**config.mk**
```make
export PLATFORM = sky130hd
export DESIGN_NAME = gwpp_div
export DESIGN_NICKNAME = d
export VERILOG_FILES = /design/src/hdl/gwpp_pkg.sv /design/src/hdl/gwpp_div.sv
export SDC_FILE = /design/constraint.sdc
export NUM_CORES = 1
export LEC_CHECK = 0
export BUFFER_PORTS_ARGS = -buffer_cell sky130_fd_sc_hd__buf_2
export CORE_AREA = 2 2 72 143
export DETAILED_ROUTE_END_ITERATION = 7
export DIE_AREA = 0 0 74 145
export PLACE_DENSITY_LB_ADDON = 0.2
export SLEW_MARGIN = 20
export SYNTH_ARGS = -nofsm -noshare
export SYNTH_HDL_FRONTEND = slang
export SYNTH_SLANG_ARGS = --single-unit
export TNS_END_PERCENT = 10
```
**constraint.sdc**
```tcl
create_clock -name clk -period 2.3 [get_ports clk]
set_input_delay 0.46 -clock clk [delete_from_list [all_inputs] [get_ports clk]]
set_output_delay 0.46 -clock clk [all_outputs]
set_load 0.02 [all_outputs]
```
**src/hdl/gwpp_pkg.sv**
```systemverilog
// Shared constants, types and helper functions of the gradient-weighted pixel predictor.
`default_nettype none

package gwpp_pkg;

  // Sample and line geometry
  localparam int SAMPLE_BITS   = 16;
  localparam int MAX_WIDTH     = 1024;
  localparam int COL_BITS      = $clog2(MAX_WIDTH);
  localparam int WIDTH_BITS    = 11;
  localparam int HEIGHT_BITS   = 16;
  localparam int IO_BITS       = 17;
  localparam int EXT_BITS      = IO_BITS + 1;

  // Configuration port
  localparam int CFG_IDX_BITS  = 2;
  localparam int CFG_DATA_BITS = 16;

  // Weighted prediction datapath
  localparam int DIFF_BITS     = SAMPLE_BITS + 1;
  localparam int PROD_BITS     = 2 * SAMPLE_BITS + 1;
  localparam int NUM_BITS      = PROD_BITS + 1;
  localparam int DEN_BITS      = SAMPLE_BITS + 1;
  localparam int QUO_BITS      = SAMPLE_BITS + 1;
  localparam int CNT_BITS      = $clog2(QUO_BITS + 1);

  localparam logic signed [SAMPLE_BITS-1:0] SMP_MAX = {1'b0, {(SAMPLE_BITS-1){1'b1}}};
  localparam logic signed [SAMPLE_BITS-1:0] SMP_MIN = {1'b1, {(SAMPLE_BITS-1){1'b0}}};

  // Configuration register indexes
  typedef enum logic [CFG_IDX_BITS-1:0] {
    CFG_DECODE_MODE  = 2'd0,
    CFG_BLOCK_WIDTH  = 2'd1,
    CFG_BLOCK_HEIGHT = 2'd2
  } cfg_reg_t;

  // Sequencer states
  typedef enum logic [2:0] {
    ST_IDLE,
    ST_READ,
    ST_MUL,
    ST_SUM,
    ST_START,
    ST_DIV,
    ST_FIN
  } pred_state_t;

  // Divider request and response
  typedef struct packed {
    logic                       start;
    logic signed [NUM_BITS-1:0] dividend;
    logic [DEN_BITS-1:0]        divisor;
  } div_cmd_t;

  typedef struct packed {
    logic                       done;
    logic signed [QUO_BITS-1:0] quotient;
  } div_rsp_t;

  // Saturate a widened value to the sample range
  function automatic logic signed [SAMPLE_BITS-1:0] clamp_sample(
    input logic signed [EXT_BITS-1:0] v
  );
    logic signed [SAMPLE_BITS-1:0] r;
    if (v > EXT_BITS'(SMP_MAX)) begin
      r = SMP_MAX;
    end else if (v < EXT_BITS'(SMP_MIN)) begin
      r = SMP_MIN;
    end else begin
      r = v[SAMPLE_BITS-1:0];
    end
    return r;
  endfunction

endpackage

`default_nettype wire

```
**src/hdl/gwpp_div.sv**
```systemverilog
// Bit-serial signed divider: one quotient bit per cycle, truncating toward zero.
`default_nettype none

module gwpp_div
  import gwpp_pkg::*;
(
  input  logic     clk,
  input  logic     rst_n,
  input  div_cmd_t cmd,
  output div_rsp_t rsp
);

  logic [DEN_BITS-1:0] rem_r;
  logic [DEN_BITS-1:0] rem_nxt;
  logic [QUO_BITS-1:0] quo_r;
  logic [QUO_BITS-1:0] quo_nxt;
  logic [DEN_BITS-1:0] den_r;
  logic                neg_r;
  logic [CNT_BITS-1:0] cnt_r;
  logic                busy_r;
  logic                done_r;
  logic [NUM_BITS-1:0] mag;
  logic [DEN_BITS:0]   trial;
  logic [DEN_BITS:0]   diff;

  // Magnitude of the dividend; the quotient fits QUO_BITS, so the top bits start as remainder
  always_comb begin
    mag = cmd.dividend[NUM_BITS-1] ? NUM_BITS'(-cmd.dividend) : cmd.dividend;
  end

  // One restoring step: shift in the next dividend bit, subtract if it fits
  always_comb begin
    trial = {rem_r, quo_r[QUO_BITS-1]};
    diff  = trial - {1'b0, den_r};
    if (!diff[DEN_BITS]) begin
      rem_nxt = diff[DEN_BITS-1:0];
      quo_nxt = {quo_r[QUO_BITS-2:0], 1'b1};
    end else begin
      rem_nxt = trial[DEN_BITS-1:0];
      quo_nxt = {quo_r[QUO_BITS-2:0], 1'b0};
    end
  end

  // Step counter and completion pulse
  always_ff @(posedge clk) begin
    if (!rst_n) begin
      busy_r <= 1'b0;
      done_r <= 1'b0;
      cnt_r  <= '0;
    end else begin
      done_r <= busy_r && (cnt_r == CNT_BITS'(1));
      if (cmd.start) begin
        busy_r <= 1'b1;
        cnt_r  <= CNT_BITS'(QUO_BITS);
      end else if (busy_r) begin
        cnt_r <= cnt_r - CNT_BITS'(1);
        if (cnt_r == CNT_BITS'(1)) begin
          busy_r <= 1'b0;
        end
      end
    end
  end

  // Remainder and dividend/quotient shift register
  always_ff @(posedge clk) begin
    if (cmd.start) begin
      rem_r <= DEN_BITS'(mag[NUM_BITS-2:QUO_BITS]);
      quo_r <= mag[QUO_BITS-1:0];
      den_r <= cmd.divisor;
      neg_r <= cmd.dividend[NUM_BITS-1];
    end else if (busy_r) begin
      rem_r <= rem_nxt;
      quo_r <= quo_nxt;
    end
  end

  assign rsp.done     = done_r;
  assign rsp.quotient = neg_r ? -$signed(quo_r) : $signed(quo_r);

endmodule

`default_nettype wire

```
==> results.py <==
metrics = {
    "routing": {
        "ant_nets": 0,
        "drc": 0,
        "via_count": 4509,
        "drt-vias-per-instance": 5.55,
        "wirelength_um": 14200,
        "routedWlPerCell_um": 17.4,
        "dr.first_iter.drc_count": 253,
        "dr.pass1.iters": 6,
    },
    "grt": {
        "grt_max_degree": 63,
        "antenna_found_initial": 0,
        "grt_pass1_wl_um": 22700,
        "track_usage": 0.279,
        "grt_pass1_vias": 4740,
        "grt_overflow": 0,
    },
    "floorplan": {
        "dieArea_um2": 10700,
        "io_pins": 72,
        "fp.dieH_um": 145,
        "fp-row-count": 51,
        "start_util": 0.479,
        "fp.coreArea_um2": 9640,
        "dieWidth_um": 74,
    },
    "setup_path": {
        "required_ps": 1840,
        "crit_fanout": 2,
        "cp-start-kind": "flop",
        "critPathKind": "reg -> out",
        "cp-end-kind": "output pin",
        "arrival_ps": 2310,
    },
    "pwr": {
        "p_int_mw": 3.58,
        "p_per_area_nw_per_um2": 862,
        "seqPwrFrac": 0.275,
        "share_comb_of_total_power": 0.492,
        "vdd_drop_max_v": 0.000477,
        "total_power_mw": 5.57,
        "power_switching_mw": 2.00,
        "switching_share": 0.358,
        "power_leakage_nw": 2.73,
        "p_clk_frac": 0.233,
    },
    "synth": {
        "synth_edf_count": 51,
        "synthesis.nets": 567,
        "syn_inst": 491,
        "syn-mean-instance-area_um2": 9.39,
        "synth-main-ff-cell": "edfxtp_1",
        "ys_ff_latch": 59,
        "synth.distinct_cells": 61,
        "yosys_warnings": 0,
        "ys_seq_area_frac": 0.367,
        "syn-cell-area_um2": 4610,
        "async_flop_share": 0,
    },
    "hold_path": {
        "min_path_type": "in -> reg",
    },
    "status": {
        "violations": "setup timing",
        "status": "finished with violations",
    },
    "final_layout": {
        "fin_cells": 813,
        "insertedDiodeCount": 0,
        "layout_commonest_cell": "buf_4",
        "fin_nets": 753,
        "layout_common_cells": "buf_4 (138), buf_2 (62), edfxtp_1 (51), nand2_1 (36)",
        "drive_gt1_frac": 0.382,
        "area_delta_synth_final_pct": 40.2,
    },
    "clocking": {
        "clk_pin_slew_ps": 50,
        "clkLatencyLatePin_ps": 330,
        "h-tree-depth": 3,
        "cts_tree": "done",
        "cts_sinks": 59,
        "cts_buffer_depth": 2,
        "ctsRootBufferMaster": "clkbuf_16",
        "hold_buffers": 0,
        "cts_made_buffers": 9,
    },
    "placed_design": {
        "place.gp.congestion": 0.944,
        "io_buffers": 71,
        "hpwlAfterDp_um": 10900,
        "dpl.cell_count": 797,
    },
    "timing": {
        "fmaxAchievable_mhz": 361,
        "worst_slack_ps": -472,
        "rsz0062_at_grt": "yes",
        "period_minus_slack_ps": 2770,
        "worst_slew_pin_slew_ps": 707,
        "finalHoldViolCount": 0,
        "final.setup_skew_ps": 5.78,
        "setup_viol": 28,
        "drv_slew": 0,
        "fin_crit_sh": 1.21,
        "max_slew_margin": 0.529,
    },
    "run": {
        "drv_cap": 0,
    },
}
==> kinds of logic after synthesis <==
kind of cell | Yosys count | synth area share
AOI/OAI and AO/OA | 147 | 0.230
adders and majority gates | 22 | 0.0613
buffers and inverters | 57 | 0.0567
xor gates and xnor gates | 58 | 0.110
DFF | 59 | 0.367
muxes | 2 | 0.00434
and+or+nand+nor | 146 | 0.171
==> registers in the layout, indices dropped and copies added, names as in the netlist <==
signal  count
den_r      17
quo_r      17
rem_r      17
cnt_r       5
busy_r      1
done_r      1
neg_r       1
==> power groups by stage <==
stage               Clock (mW)  Combinational [mW]  Sequential (mW)
floorplan                    0                1.52             1.50
global placement             0                2.56             1.53
detailed placement           0                2.60             1.54
CTS                       1.31                2.68             1.52
global route              1.35                2.99             1.55
finish                    1.30                2.74             1.53
==> cells in the mapped netlist, drive strengths merged (4+ instances only) <==
master	number	area share
o311ai	5	0.0095
inv	31	0.025
o31ai	17	0.028
dfxtp	8	0.035
ha	21	0.057
o21ai	26	0.028
a31oi	4	0.0054
nand2b	5	0.0068
edfxtp	51	0.33
a311o	6	0.013
buf	14	0.021
a21boi	4	0.0065
nor2	35	0.028
nor4	12	0.020
or3	6	0.0081
o21a	5	0.0081
xnor2	32	0.061
a211oi	5	0.0092
or2	6	0.0081
nand4	5	0.011
nor3	10	0.011
nand2	36	0.029
nand3	7	0.0076
o41ai	11	0.036
a21oi	38	0.041
xor2	26	0.049
o211ai	11	0.018
clkbuf	12	0.011
or4	8	0.013
a21o	5	0.0081
and2	4	0.0054
==> final cells by class <==
type / instances / area (um2)
Clock buffer: 10 / 229
Clock inverter: 5 / 45.0
Fill cell: 777 / 3170
Inverter: 31 / 116
Multi-Input combinational cell: 375 / 2850
Sequential cell: 59 / 1690
Tap cell: 132 / 165
Timing Repair Buffer: 201 / 1370
==> timing repair <==
action	CTS	global route
pin swaps	3	6
resized for setup	27	11
endpoints found under the setup margin	28	29
buffers inserted	1	0
==> metal layers <==
layer  up-vias  wire [um]  GRT usage
met1      2125       4920      0.276
met3        49        422     0.0507
met2       127       8050      0.514
li1       2208          -          -
met4         0        777      0.155
met5         -          0          0
==> worst max-delay path, cell delays in order (launching register included) <==
cell	delay, ps
edfxtp_1	410
nor3_2	230
nand3_1	130
or3_4	370
or3_4	390
o21ai_2	130
xnor2_1	150
buf_4	170
==> through the flow <==
stage	area [um2]	worst slack [ps]	utilization	hold WS, ps	TNS (ps)
after floorplan	4710	-127	-	469	-1490
after global placement	6040	-409	0.627	483	-7370
after detailed placement	6040	-437	0.627	492	-7350
after CTS	6400	-465	0.664	295	-8510
after global routing	6460	-548	0.671	291	-10960
final	6460	-472	0.671	301	-8380
==> path summary, 6_finish.rpt <==
kind              startpoint         to  slack [ps]  cells past startpoint
hold / removal       cmd[11]  den_r[11]         300                      1
setup reg to reg    rem_r[0]   rem_r[7]        -390                      9
hold reg to reg     cnt_r[1]   cnt_r[1]         500                      2
setup / recovery    quo_r[2]    rsp[15]        -470                      7
(Power assumes the default switching activity.)
